File: src/sv/nmq_pkg.sv
// ----------------------------------------------------------------------------
// Negacyclic multiplier package
// Sizes, modulus constants, state codes and controller/datapath structs.
// ----------------------------------------------------------------------------
`default_nettype none

package nmq_pkg;

  localparam int unsigned DEGREE  = 128;
  localparam int unsigned IDX_W   = (DEGREE > 1) ? $clog2(DEGREE) : 1;
  localparam int unsigned IN_W    = 31;
  localparam int unsigned COEF_W  = 30;
  localparam int unsigned PROD_W  = 2 * COEF_W;
  localparam int unsigned TDATA_W = 64;

  // Modulus and its fold constant: 2^30 = FOLD (mod Q).
  localparam logic [COEF_W-1:0] MOD_Q = 30'd1073643521;
  localparam logic [COEF_W-1:0] FOLD  = COEF_W'((64'd1 << COEF_W) - 64'(MOD_Q));

  // Widths of the three folding stages.
  localparam int unsigned F1_W = 48;
  localparam int unsigned F2_W = 36;
  localparam int unsigned F3_W = 31;

  typedef enum logic [1:0] {
    ST_LOAD,
    ST_CALC,
    ST_DRAIN
  } nmq_state_e;

  // Tag that travels with one product term down the pipeline.
  typedef struct packed {
    logic valid;
    logic first;     // first term of a coefficient: restart the sum
    logic lastk;     // last term of a coefficient
    logic neg;       // wrapped index: subtract
    logic odd_slot;  // coefficient goes to the odd half of a pair
    logic pair_end;  // coefficient closes a result pair
    logic tail;      // closes the final pair of the product
  } nmq_tag_t;

  typedef struct packed {
    logic             we;
    logic [IDX_W-1:0] waddr;
    logic [IDX_W-1:0] a_addr;
    logic [IDX_W-1:0] b_addr;
    nmq_tag_t         tag;
  } nmq_cmd_t;

  typedef struct packed {
    logic out_fire;
  } nmq_sts_t;

endpackage

`default_nettype wire

File: src/sv/nmq_ctrl.sv
// ----------------------------------------------------------------------------
// Negacyclic multiplier controller
// Counts operand loads, then walks every (coefficient, term) pair and issues
// one product term per cycle to the datapath, except while a pair-closing term is held.
// ----------------------------------------------------------------------------
`default_nettype none

module nmq_ctrl (
  input  wire logic              clk_i,
  input  wire logic              rst_ni,
  input  wire logic              in_valid_i,
  output logic                   in_ready_o,
  output nmq_pkg::nmq_cmd_t      cmd_o,
  input  wire nmq_pkg::nmq_sts_t sts_i
);

  localparam logic [nmq_pkg::IDX_W-1:0] LAST_IDX = nmq_pkg::IDX_W'(nmq_pkg::DEGREE - 1);

  nmq_pkg::nmq_state_e        state_q, state_d;
  logic [nmq_pkg::IDX_W-1:0]  cnt_q, cnt_d;
  logic [nmq_pkg::IDX_W-1:0]  k_q, k_d;
  logic [nmq_pkg::IDX_W-1:0]  i_q, i_d;
  logic                       pend_q, pend_d;

  logic                       neg;
  logic [nmq_pkg::IDX_W:0]    j_wide;
  logic                       pair_end;
  logic                       last_term;
  logic                       hold;

  always_ff @(posedge clk_i or negedge rst_ni) begin
    if (!rst_ni) begin
      state_q <= nmq_pkg::ST_LOAD;
      cnt_q   <= '0;
      k_q     <= '0;
      i_q     <= '0;
      pend_q  <= 1'b0;
    end else begin
      state_q <= state_d;
      cnt_q   <= cnt_d;
      k_q     <= k_d;
      i_q     <= i_d;
      pend_q  <= pend_d;
    end
  end

  // Term a[i]*b[j] with i+j = k, or i+j = k+N when it wraps.
  assign neg       = (i_q > k_q);
  assign j_wide    = {1'b0, k_q} - {1'b0, i_q}
                   + (neg ? (nmq_pkg::IDX_W + 1)'(nmq_pkg::DEGREE) : '0);
  assign pair_end  = k_q[0] || (k_q == LAST_IDX);
  assign last_term = (i_q == LAST_IDX) && pair_end;
  // A pair may only close once the previous pair has left the output register.
  assign hold      = last_term && pend_q;

  always_comb begin
    state_d    = state_q;
    cnt_d      = cnt_q;
    k_d        = k_q;
    i_d        = i_q;
    pend_d     = pend_q;
    in_ready_o = 1'b0;
    cmd_o      = '0;
    cmd_o.waddr  = cnt_q;
    cmd_o.a_addr = i_q;
    cmd_o.b_addr = j_wide[nmq_pkg::IDX_W-1:0];

    if (sts_i.out_fire) begin
      pend_d = 1'b0;
    end

    case (state_q)
      nmq_pkg::ST_LOAD: begin
        in_ready_o = 1'b1;
        if (in_valid_i) begin
          cmd_o.we = 1'b1;
          if (cnt_q == LAST_IDX) begin
            cnt_d   = '0;
            k_d     = '0;
            i_d     = '0;
            state_d = nmq_pkg::ST_CALC;
          end else begin
            cnt_d = cnt_q + 1'b1;
          end
        end
      end

      nmq_pkg::ST_CALC: begin
        if (!hold) begin
          cmd_o.tag.valid    = 1'b1;
          cmd_o.tag.first    = (i_q == '0);
          cmd_o.tag.lastk    = (i_q == LAST_IDX);
          cmd_o.tag.neg      = neg;
          cmd_o.tag.odd_slot = k_q[0];
          cmd_o.tag.pair_end = last_term;
          cmd_o.tag.tail     = (i_q == LAST_IDX) && (k_q == LAST_IDX);
          if (last_term) begin
            pend_d = 1'b1;
          end
          if (i_q == LAST_IDX) begin
            i_d = '0;
            if (k_q == LAST_IDX) begin
              state_d = nmq_pkg::ST_DRAIN;
            end else begin
              k_d = k_q + 1'b1;
            end
          end else begin
            i_d = i_q + 1'b1;
          end
        end
      end

      nmq_pkg::ST_DRAIN: begin
        // Wait for the final pair to be taken.
        if (!pend_q) begin
          state_d = nmq_pkg::ST_LOAD;
        end
      end

      default: begin
        state_d = nmq_pkg::ST_LOAD;
      end
    endcase
  end

endmodule

`default_nettype wire

File: config.mk
export PLATFORM = sky130hd
export DESIGN_NAME = nmq_ctrl
export DESIGN_NICKNAME = d
export VERILOG_FILES = /design/src/sv/nmq_pkg.sv /design/src/sv/nmq_ctrl.sv
export SDC_FILE = /design/constraint.sdc
export NUM_CORES = 1
export LEC_CHECK = 0
export BUFFER_PORTS_ARGS = -buffer_cell sky130_fd_sc_hd__buf_4
export CORE_MARGIN = 2
export CORE_UTILIZATION = 50
export CTS_CLUSTER_DIAMETER = 40
export DETAILED_ROUTE_END_ITERATION = 16
export GPL_ROUTABILITY_DRIVEN = 0
export PLACE_DENSITY = 0.74
export SYNTH_ARGS = -nofsm -noshare
export SYNTH_HDL_FRONTEND = slang
export SYNTH_SLANG_ARGS = --single-unit
File: constraint.sdc
create_clock -name clk_i -period 2 [get_ports clk_i]
set_clock_uncertainty 0.2 [all_clocks]
set_input_delay 0.1 -clock clk_i [delete_from_list [all_inputs] [get_ports clk_i]]
set_output_delay 0.1 -clock clk_i [all_outputs]
set_load 0.03 [all_outputs]
* After elaboration in Yosys (flattened, before gate mapping)
Index checks and enable logic that the tools add are counted.
** Storage, ports and cells
- Bits in registers :: 24
- Bits in latches :: 0
- Memory bits (writable) :: 0
- Memory bits (read-only) :: 0
- Input bits :: 4
- Output and inout bits :: 30
- Logic and storage cells :: 60
- Memories :: 0
** Cells by class
- $add $sub $neg :: 5
- Multipliers :: 0
- Divide/modulo/power cells :: 0
- Order comparisons :: 1
- Eq/ne operators :: 12
- Shifts and indexed selects :: 0
- Mux-type cells :: 26
- Bitwise logic cells :: 0
- Reductions and logical operators :: 11
** Operators by type and width (count)
- two-way mux 7 bit :: 10
- case mux 7 bit (2 select lines) :: 2
- adder 7 x 1 -> 7 bit, second input constant :: 3
- equality test 7 bit, second input constant :: 3
- inequality test 2 bit, second input constant :: 7
- two-way mux 2 bit :: 6
- AND reduction 6 bit :: 2
- adder 7 bit, second input constant :: 1
- greater-than comparator 7 bit :: 1
- zero test 7 bit :: 1
- two-way mux 1 bit :: 7
- subtractor 7 bit :: 1
- case mux 2 bit (3 select lines) :: 1
- AND reduction 4 bit :: 1
- logical AND 1 bit :: 3
- equality test 2 x 1 -> 1 bit, second input constant :: 1
- equality test 2 bit, second input constant :: 1
- zero test 2 bit :: 1
- AND reduction 2 bit :: 1
- nonzero test 2 bit :: 1
- logical OR 1 bit :: 1

* Longest topological paths before layout
Gate-level depths: netlist (run 1).
- Depth in word-level cells :: 6
- Depth in mapped cells :: 8
- Mapped depth without buffers :: 8

* Least setup slack after synthesis (run 1)
OpenSTA, ideal clock, no wires.
- Path kind :: reg-to-output
- Start point :: reg i_q[0] (netlist name)
- End point :: out cmd_o[3] (netlist name)
- Data arrival time :: 2.526 ns
- Required time :: 1.700 ns
- Slack :: -0.826 ns
- Stages on the path, launching flop included :: 7
- Path buffers :: 1
- Path through :: dfrtp_1 > ha_1 > and4_4 > and4_2 > buf_4 > and2_4 > nor4_1
** RTL lines
- start: declaration :: line nmq_ctrl.sv:22 : logic [nmq_pkg::IDX_W-1:0] i_q, i_d;
- start signal: assignment :: line nmq_ctrl.sv:42 : i_q <= i_d;
- end: declaration :: line nmq_ctrl.sv:13 : output nmq_pkg::nmq_cmd_t cmd_o,

==> results of run 1 <==
## worst paths after layout
check	cells after the start	slack [ps]	to
setup / recovery	9	-390	cmd_o[13]
hold / removal	2	50	cnt_q[1]
setup reg to reg	10	-90	i_q[6]
hold reg to reg	2	340	cnt_q[1]
max in group asynchronous	2	1290	i_q[3]
min in group clk_i	4	130	cnt_q[1]
## cell usage after synthesis (2+ instances only)
| cell type | n |
|---|---|
| dfrtp_1 | 24 |
| inv_1 | 19 |
| ha_1 | 17 |
| nand2_1 | 14 |
| nor2_1 | 14 |
| nand3_1 | 13 |
| a21oi_1 | 10 |
| nand4_1 | 9 |
| xnor2_1 | 6 |
| clkbuf_1 | 5 |
| nor3_1 | 5 |
| nor4_1 | 5 |
| o211ai_1 | 5 |
| o22ai_1 | 5 |
| or3_1 | 5 |
| a31oi_1 | 3 |
| and3_1 | 3 |
| nor2b_1 | 3 |
| o21a_1 | 3 |
| o21ai_0 | 3 |
| xor2_1 | 3 |
| a211oi_1 | 2 |
| a21oi_2 | 2 |
| a311oi_1 | 2 |
| a31o_2 | 2 |
| and4_1 | 2 |
| nand2b_1 | 2 |
## power by group through the flow
stage	Sequential, mW	Combinational [mW]	Clock (mW)
after CTS	0.759	3.34	0.345
final	0.762	3.51	0.348
after global routing	0.780	3.76	0.369
after detailed placement	0.776	3.02	0
after global placement	0.769	2.98	0
after floorplan	0.983	1.74	0
## metrics by stage
| stage | setup TNS [ps] | util | hold slack [ps] | total power, mW |
|---|---|---|---|---|
| 3_5_place_dp | -148.9 | 0.7044 | -177.5 | 3.798 |
| 2_1_floorplan | -451.8 | - | -395.6 | 2.727 |
| 6_report | -3358 | 0.7831 | 46.07 | 4.621 |
| 5_1_grt | -4938 | 0.7831 | 82.41 | 4.911 |
| 3_3_place_gp | -78.39 | 0.7044 | -180.2 | 3.750 |
| 4_1_cts | -2742 | 0.7634 | 67.96 | 4.443 |
## flip-flops by register name (all words and copies together), names as in the netlist
register  cells
k_q           7
i_q           7
cnt_q         7
pend_q        1
state_q       2
## placed cells by master (no fill, tap or decap), types with 3 or more instances in the layout
| cell | instances |
|---|---|
| inv_2 | 3 |
| nand4_1 | 9 |
| and3_1 | 3 |
| a21oi_1 | 8 |
| buf_6 | 9 |
| inv_1 | 14 |
| and4_4 | 3 |
| buf_4 | 67 |
| o21ai_0 | 3 |
| xor2_1 | 3 |
| a21oi_2 | 3 |
| ha_1 | 10 |
| dfrtp_1 | 16 |
| nand3_1 | 12 |
| dfrtp_2 | 8 |
| nor2_1 | 11 |
| a31oi_1 | 3 |
| xnor2_1 | 3 |
| o211ai_1 | 5 |
| o22ai_1 | 5 |
| nor3_1 | 4 |
| o21a_1 | 3 |
| xnor2_2 | 3 |
| ha_4 | 5 |
| nand2_1 | 14 |
| or3_1 | 5 |
| clkbuf_8 | 4 |
| nor2_2 | 3 |
## final cells by class
cell class	instances	area [sq um]	area share
multi-input cells	159	1354	0.4794
clock buffers	4	55.05	0.01949
flip-flops and latches	24	610.6	0.2162
inverters	20	80.08	0.02836
repair buffers	80	664.4	0.2353
well taps	48	60.06	0.02127
## cells by family after synthesis
kind of cell / count (synthesis) / share of synthesized area
simple gates: 85 / 0.2566
compound gates: 45 / 0.1717
buf+inv: 29 / 0.06734
flops: 24 / 0.3232
fa+ha+maj: 18 / 0.1253
xor+xnor: 9 / 0.04243
mux: 2 / 0.01347
## per-layer routing
| metal | up-vias | track usage |
|---|---|---|
| li1 | 929 | - |
| met1 | 962 | 0.3850 |
| met2 | 59 | 0.4665 |
| met3 | 11 | 0.04514 |
| met4 | 0 | 0.1277 |
| met5 | - | 0 |
## repair_timing
item / CTS / global route
hold buffers: 2 / 0
buffers inserted: 8 / 3
gates resized for setup: 18 / 9
hold endpoints to repair: 25 / 0
pin swaps: 5 / 2
gates cloned: 0 / 0
setup endpoints to repair: 21 / 26
==> results by group, run 1 <==
Yosys
  • Syn Area/Cell: 8.764 sq um
  • Warnings from Yosys: 0
  • Synth top area share: 0.3232
  • Synth area leader: dfrtp_1
  • Synthesized flop and latch total: 24
  • Sequential area share after synthesis: 0.3232
  • Mapped Cells: around 210
  • Largest cells by area after synthesis: dfrtp_1, ha_1, inv_1
  • Post-Syn Nets: about 230
  • Main flop type after synthesis: dfrtp_1
  • Post-synthesis instance area: about 1900 sq um
  • Synth unique cells: 53
  • Post-synth ARST share: 1.000
  • Number of synthesized flops with an enable pin: 0

Placement
  • Pre-CTS setup slack: -134.4 ps
  • Cell Area, Placed: around 2500 sq um
  • Placed insts: 318
  • Post-DP HPWL: just under 4000 um
  • Buffers on Ports: 33

Timing
  • Max-slew violations: 0
  • RSZ-0062 raised after global routing: yes
  • Tcrit/Tclk final: 1.193
  • Endpoints failing setup: 14
  • Max transition margin: 0.7071
  • Worst Tran Pin Value: roughly 440 ps
  • Minimum clock period: 2385 ps
  • Max Clk Rate: roughly 420 MHz
  • Worst Slack Setup Final: -385.4 ps
  • Final Hold Viols: 0

Setup path
  • CP peak stage delay: around 420 ps
  • CP Cell Sequence: inv_2 > ha_4 > inv_2 > fa_2 > a21oi_2 > o211ai_1 > a21oi_2 > xnor2_2 > buf_6
  • Startpoint types: flip-flop
  • Critical Path RT: 1700 ps
  • CP endpoint kind: primary output
  • CP delay by family, top: compound AO/OA/AOI/OAI gates
  • Slowest cell on the critical path: dfrtp_2
  • CP max FO: 2
  • Worst Path Class, Setup: reg -> out
  • Arrival @ worst endpoint: between 2000 and 2500 ps
  • Crit. Startpoint: k_q[0]
  • Critical R2R Launch: k_q[0]
  • Worst path bufs/invs: 3

Cells and area
  • Post-route cell area: 2824 sq um
  • Antenna cells: 0
  • Area growth from synthesis to layout: 51.99%
  • Ratio of cells with drive above 1 in the final layout: 0.4774
  • Post-Layout Cell Count: approximately 340
  • Layout Nets: between 300 and 400
  • Filler cells: 255

Floorplanning
  • Initial Util: 0.5153
  • Core footprint: approximately 3600 sq um
  • Die area: 4220 sq um
  • Die H: around 65 um
  • Row cnt: 22
  • Die span in x: about 65 um
  • Ports: 34

Route
  • Via density: just under 6
  • WL met1: 2485 um
  • Met3 routed wirelength: about 250 um
  • Routed Antenna Nets: 0
  • Remaining DRCs: 0
  • Met2 routed WL: between 2000 and 3000 um
  • Routed len/inst: approximately 17 um
  • Initial DRC count: ~140
  • DR vias: 1961
  • Drt pass-1 iters: 4
  • Max layer used: met4
  • Final Routed Wirelength: approximately 5600 um

Clock network
  • H-tree levels: 1
  • Clock Sinks: 24
  • Worst-Skew Late Latency: ~280 ps
  • TritonCTS buffer count: 3
  • Clk root buf: clkbuf_8
  • Clk buf depth: 2
  • CTS tree: yes
  • Clock Pin Slew Worst Setup and Hold Paths: 90 ps

Worst hold path
  • Worst hold path type: in -> async

Pwr
  • Max IR drop VDD: approximately 0.00073 V
  • Clock Power Share: 0.075
  • Switching power: 2.246 mW
  • Switching share of power: 0.4861
  • Combinational share of power: 0.760
  • Cell Int Power: 2.374 mW
  • Leakage: between 1 and 1.5 nW
  • PwrDens: 1636 nW/um^2
  • Seq pwr share: 0.165

Job
  • Max-cap violations: 0

Global route
  • Initial antenna violation count: 0
  • Largest net degree at the start of global routing: 25
  • Overall Global Routing Usage: 0.2901
  • Overflow after GRT: 0
  • Number of global-route vias before repair: around 1900
  • First-pass GRT wire length: 9411 um

Status
  • Outcome: finished, violations left
  • Failing checks: setup timing
No activity file was read; power rests on OpenSTA's default activity.
==> run 2: changes to the inputs <==
ABC_AREA = 1   (was unset)
CORE_UTILIZATION = 51   (was 50)
PLACE_DENSITY = 0.75   (was 0.74)
==> run 2 against run 1 <==
  * Sequential power shrank 6.7%
  * Setup slack gained 140 ps
  * Worst hold slack gained 14 ps
  * Cell count grew 16%
  * Critical path type unchanged
  * The run still ends with setup timing left
==> results by group, run 2 <==
Yosys
  • Syn Area/Cell: 7.468 sq um (-15%)
  • Synthesized flop and latch total: 24 (unchanged)
  • Number of synthesized flops with an enable pin: 0 (unchanged)
  • Post-synthesis instance area: 1927 sq um (+3.7%)
  • Warnings from Yosys: 0 (unchanged)
  • Mapped Cells: 258 (+22%)
  • Post-synth ARST share: 1.000 (unchanged)
  • Top cells by count, synth: nand2_1, inv_1, nor2_1, dfrtp_1, ha_1
  • Most numerous cell in the Yosys netlist: nand2_1
  • Post-Syn Nets: 280 (+20%)
  • Synth area leader: dfrtp_1
  • Sequential area share after synthesis: 0.3117 (-0.01154)
  • Main flop type after synthesis: dfrtp_1
  • Synth unique cells: 33 (-38%)
  • Largest cells by area after synthesis: dfrtp_1, nand2_1, ha_1
  • Synth top area share: 0.3117 (-0.01154)

Clock network
  • TritonCTS buffer count: 3 (unchanged)
  • Clock Sinks: 24 (unchanged)
  • Clock Pin Slew Worst Setup and Hold Paths: 100 ps (about the same)
  • H-tree levels: 1 (unchanged)
  • Worst-Skew Late Latency: 280 ps (about the same)
  • Clk buf depth: 2 (unchanged)
  • CTS tree: yes
  • Clk root buf: clkbuf_8

Worst hold path
  • Worst hold path type: in -> async

Cells and area
  • Most common cell after layout, fill and taps aside: buf_4
  • Register Area: 610.6 sq um (unchanged)
  • Layout Nets: 362 (+17%)
  • Filler cells: 202 (-21%)
  • Area of the multi-input gates: 1525 sq um (+13%)
  • Ratio of cells with drive above 1 in the final layout: 0.4897 (+0.01232)
  • Antenna cells: 0 (unchanged)
  • Most frequent cells in the layout: buf_4, nand2_1, inv_1
  • Area growth from synthesis to layout: 60.84%
  • Biggest regs: cnt_q x7, i_q x7, k_q x7
  • Post-route cell area: 3099 sq um (+9.7%)

Status
  • Outcome: finished, violations left
  • Failing checks: setup timing

Global route
  • Number of global-route vias before repair: 1979 (+2.4%)
  • Largest net degree at the start of global routing: 25 (unchanged)
  • Overflow after GRT: 0 (unchanged)
  • First-pass GRT wire length: 9052 um (-3.8%)
  • Initial antenna violation count: 0 (unchanged)
  • Overall Global Routing Usage: 0.2762 (-0.01397)

Pwr
  • Switching share of power: 0.4611 (-0.02501)
  • PwrDens: 852.8 nW/um^2 (-48%)
  • Combinational share of power: 0.560 (-0.200)
  • Power Total: 2.643 mW (-43%)
  • Max IR drop VDD: 0.0007718 V (+6.4%)
  • Cell Int Power: 1.424 mW (-40%)
  • Seq pwr share: 0.269 (+0.104)
  • Leakage: 1.502 nW (+14%)
  • Switching power: 1.219 mW (-46%)
  • Clock Power Share: 0.171 (+0.096)

Timing
  • Worst Slack Setup Final: -243.0 ps (+142.4 ps)
  • Max transition margin: 0.6234 (-0.08375)
  • Final Hold Viols: 0 (unchanged)
  • Worst Tran Pin Value: 563.6 ps (+125.2 ps)
  • Endpoints failing setup: 25 (+11)
  • Max-slew violations: 0 (unchanged)
  • Setup TNS: -2882 ps (+476.4 ps)
  • Max Clk Rate: 445.8 MHz (+6.3%)
  • Tcrit/Tclk final: 1.122 (-0.07119)
  • Minimum clock period: 2243 ps (-142.4 ps)
  • RSZ-0062 raised after global routing: yes

Job
  • Max-cap violations: 0 (unchanged)

Setup path
  • Worst Path Class, Setup: reg -> out
  • Arrival @ worst endpoint: 1940 ps (-150 ps)
  • CP endpoint kind: primary output
  • Critical Path RT: 1700 ps (about the same)
  • Worst flop-to-flop path endpoint: k_q[0]
  • CP max FO: 4 (+2)
  • R2R cell count: 12 (+2)
  • Startpoint types: flip-flop
  • Reg2Reg Setup Slack: -110 ps (-20 ps)
  • Critical R2R Launch: k_q[0]

Route
  • Via density: 5.672 (-3.1%)
  • DR vias: 2195 (+12%)
  • Remaining DRCs: 0 (unchanged)
  • Routed len/inst: 17.81 um (+6.6%)
  • Routed Antenna Nets: 0 (unchanged)
  • Drt pass-1 iters: 4 (unchanged)
  • Final Routed Wirelength: 6893 um (+23%)
  • Initial DRC count: 142 (+0.71%)

Floorplanning
  • Die area: 4286 sq um (+1.6%)
  • Ports: 34 (unchanged)
  • Die H: 65.47 um (+0.78%)
  • Initial Util: 0.5303 (+0.01504)
  • Core footprint: 3633 sq um (+0.76%)
  • Row cnt: 22 (unchanged)
  • Die span in x: 65.47 um (+0.78%)

Placement
  • Post-DP HPWL: 3543 um (-10%)
  • Buffers on Ports: 33 (unchanged)
  • Cell Area, Placed: 2385 sq um (-6.1%)
-- run 2: worst max-delay path by stage --
stage | start | endpoint | slack [ps]
floorplan | i_q[2] | cmd_o[12] | -130
detailed placement | k_q[0] | cmd_o[13] | 2
finish | k_q[2] | cmd_o[13] | -240
global placement | k_q[1] | cmd_o[4] | 30
global route | k_q[2] | cmd_o[13] | -300
CTS | k_q[0] | cmd_o[13] | -160
-- run 2: area by class of cell --
cell class | instances | area share
Inverter | 37 | 0.04723
Tap cell | 48 | 0.01938
Sequential cell | 24 | 0.1970
Multi-Input combinational cell | 195 | 0.4921
Timing Repair Buffer | 79 | 0.2212
Clock buffer | 3 | 0.01332
Clock inverter | 1 | 0.009689
-- run 2: repair_timing --
action,in CTS,in global routing
gates cloned,0,1
hold buffers,3,0
hold endpoints to repair,26,0
setup buffers,19,10
resized for setup,35,59
pin swaps,13,23
setup endpoints to repair,12,28
-- run 2: logic make-up (layout without fill, tap and decap cells) --
logic type | count (synthesis) | in the layout | synth area share
xor+xnor | 7 | 7 | 0.03182
compound gates | 29 | 29 | 0.08183
simple gates | 140 | 141 | 0.3695
flops | 24 | 24 | 0.3117
buf+inv | 40 | 120 | 0.08441
fa+ha+maj | 18 | 18 | 0.1208
-- run 2: power by group through the flow --
stage          Combinational (mW)  Sequential [mW]  Clock, mW
2_1_floorplan               0.553            0.912          0
3_3_place_gp                 1.17            0.710          0
3_5_place_dp                 1.20            0.708          0
4_1_cts                      1.28            0.700      0.447
5_1_grt                      1.56            0.727      0.473
6_report                     1.48            0.711      0.451
-- run 2: critical path, cell delays in order (launching register included) --
cell and delay, ps:
dfrtp_1 450, ha_4 330, buf_4 130, nand2_1 120, nor2_2 160, nand2_2 90
nand3_4 90, xor2_4 140, buf_6 140
-- run 2: metal layers --
| layer | share of wire | up-vias | GRT usage | routed length, um |
|---|---|---|---|---|
| li1 | - | 1003 | - | - |
| met1 | 0.38 | 1060 | 0.3053 | 2606 |
| met2 | 0.54 | 103 | 0.5230 | 3711 |
| met3 | 0.047 | 29 | 0.03767 | 324 |
| met4 | 0.036 | 0 | 0.1172 | 251 |
| met5 | 0 | - | 0 | 0 |
-- run 2: through the flow --
| stage | util | hold WS (ps) | setup WS (ps) | cells |
|---|---|---|---|---|
| after CTS | 0.7665 | 58.18 | -164.4 | 377 |
| final | 0.8530 | 60.11 | -243.0 | 387 |
| after floorplan | - | -395.6 | -130.3 | 258 |
| after global placement | 0.6563 | -181.4 | 28.11 | 351 |
| after detailed placement | 0.6563 | -180.2 | 1.724 | 351 |
| after global routing | 0.8530 | 75.14 | -303.3 | 387 |
==> run 3: changes to the inputs <==
CORE_UTILIZATION = 55   (was 51)
PLACE_DENSITY = 0.77   (was 0.75)
SKIP_CTS_REPAIR_TIMING = 1   (was unset)
clock period = 2.48 ns   (was 2 ns; I/O delays follow)
==> run 3 against run 2 <==
  * The run now ends clean
  * Sequential power down 16%
  * Largest cell class unchanged
  * Non-clock buffer count down 39
  * Global-route usage down 3.8 points
  * Die area down 6.8%
  * Utilization down 16 points
  * Final area down 24%
  * Critical path depth up 1
  * Highest routed layer unchanged
==> results by group, run 3 (synthesized netlist as in run 2, its figures left out) <==
Status
  • Outcome: complete, no violations

Placement
  • Cell Area, Placed: 2208 sq um (-7.4%)
  • Pre-CTS setup slack: 310.0 ps (+308.2 ps)
  • Buffers on Ports: 33 (unchanged)
  • Post-DP HPWL: 3296 um (-7.0%)

Timing
  • Endpoints failing setup: 0 (-100%)
  • Tcrit/Tclk final: 0.9776
  • Max transition margin: 0.6336 (+0.01026)
  • Max Clk Rate: approximately 410 MHz
  • Max-slew violations: 0 (unchanged)
  • Final Hold Viols: 0 (unchanged)
  • Minimum clock period: about 2400 ps
  • RSZ-0062 raised after global routing: yes
  • Worst Slack Setup Final: 55.53 ps (+298.5 ps)
  • Worst Tran Pin Value: 548.2 ps (-15.35 ps)

Global route
  • Overflow after GRT: 0 (unchanged)
  • First-pass GRT wire length: 7610 um (-16%)
  • Number of global-route vias before repair: 1723 (-13%)
  • Initial antenna violation count: 0 (unchanged)
  • Largest net degree at the start of global routing: 25 (unchanged)
  • Overall Global Routing Usage: 0.2387 (-0.03750)

Cells and area
  • Util after Layout: 0.6961 (-0.1569)
  • Biggest regs: cnt_q x7, i_q x7, k_q x7
  • Most common cell after layout, fill and taps aside: nand2_1
  • Post-route cell area: 2341 sq um (-24%)
  • Area growth from synthesis to layout: 21.49%
  • Layout Nets: 322 (-11%)
  • Antenna cells: 0 (unchanged)
  • Most frequent cells in the layout: nand2_1, buf_4, inv_1
  • Ratio of cells with drive above 1 in the final layout: 0.2475 (-0.2422)

Pwr
  • Power Total: 1.761 mW (-33%)
  • PwrDens: 752.4 nW/um^2 (-12%)
  • Leakage: 1.198 nW (-20%)
  • Max IR drop VDD: 0.0006227 V (-19%)

Route
  • Final Routed Wirelength: 4419 um (-36%)
  • Via density: 5.293 (-6.7%)
  • Routed Antenna Nets: 0 (unchanged)
  • Drt pass-1 iters: 4 (unchanged)
  • Remaining DRCs: 0 (unchanged)
  • Initial DRC count: 126 (-11%)
  • DR vias: 1826 (-17%)
  • Routed len/inst: 12.81 um (-28%)

Floorplanning
  • Ports: 34 (unchanged)
  • Core footprint: 3363 sq um (-7.4%)
  • Row cnt: 21 (-4.5%)
  • Initial Util: 0.5729 (+0.04261)
  • Die area: 3993 sq um (-6.8%)
  • Die H: 63.19 um (-3.5%)
  • Die span in x: 63.19 um (-3.5%)

Setup path
  • CP max FO: 7 (+3)
  • Arrival @ worst endpoint: 2100 ps (+160 ps)
  • Critical Path RT: 2160 ps (+460 ps)
  • Worst Path Class, Setup: reg -> out
  • Startpoint types: flip-flop
  • CP endpoint kind: primary output

Worst hold path
  • Worst hold path type: in -> async

Clock network
  • Worst-Skew Late Latency: 330 ps (+50 ps)
  • Clock Pin Slew Worst Setup and Hold Paths: 140 ps (+40 ps)
  • TritonCTS buffer count: 3 (unchanged)
  • CTS tree: yes
  • H-tree levels: 1 (unchanged)
  • Clock Sinks: 24 (unchanged)
  • Clk buf depth: 2 (unchanged)
  • Clk root buf: clkbuf_4

Job
  • Max-cap violations: 0 (unchanged)
run 3: layout make-up:
cell class | instances | area, sq um
Sequential cell | 24 | 610.6
Tap cell | 46 | 57.56
Inverter | 37 | 141.4
Multi-Input combinational cell | 194 | 1171
Timing Repair Buffer | 40 | 307.8
Clock inverter | 1 | 30.03
Clock buffer | 3 | 22.52
Fill cell | 319 | 1022
run 3: critical path, stage by stage, from the launching register on:
cell and delay (ps):
dfrtp_2 490, ha_1 240, nand2_2 100, nor2_4 50, nand2_4 90, nand2_4 70, nand3_1 100, nand2_1 150
nor3_1 270, buf_4 200
run 3: per-layer routing:
metal / part of all wire / wire length, um / track usage / up-vias
met4: 0.015 / 65 / 0.1087 / 0
met1: 0.48 / 2104 / 0.3120 / 847
met5: 0 / 0 / 0 / -
met3: 0.045 / 201 / 0.03571 / 7
li1: - / - / - / 924
met2: 0.46 / 2048 / 0.3910 / 48
run 3: power breakdown:
group	internal (mW)	switching (mW)
Clock	0.164	0.128
Sequential	0.475	0.119
Combinational	0.317	0.559
Total	0.956	0.806
run 3: final timing paths:
kind,start,endpoint,slack (ps),cells past startpoint
max,k_q[0],cmd_o[3],60,9
min,rst_ni,state_q[0],20,2
max reg2reg,k_q[1],k_q[1],590,9
min reg2reg,k_q[6],k_q[6],320,2
max in group asynchronous,rst_ni,i_q[4],1800,2
min in group clk_i,sts_i,pend_q,300,3
run 3: stage by stage:
stage / TNS [ps] / hold WS [ps] / instances
floorplan: 0 / -371.6 / 258
global placement: 0 / -156.5 / 334
CTS: -138.5 / -531.6 / 338
detailed placement: 0 / -152.6 / 334
finish: 0 / 15.39 / 345
global route: -88.96 / 18.78 / 345
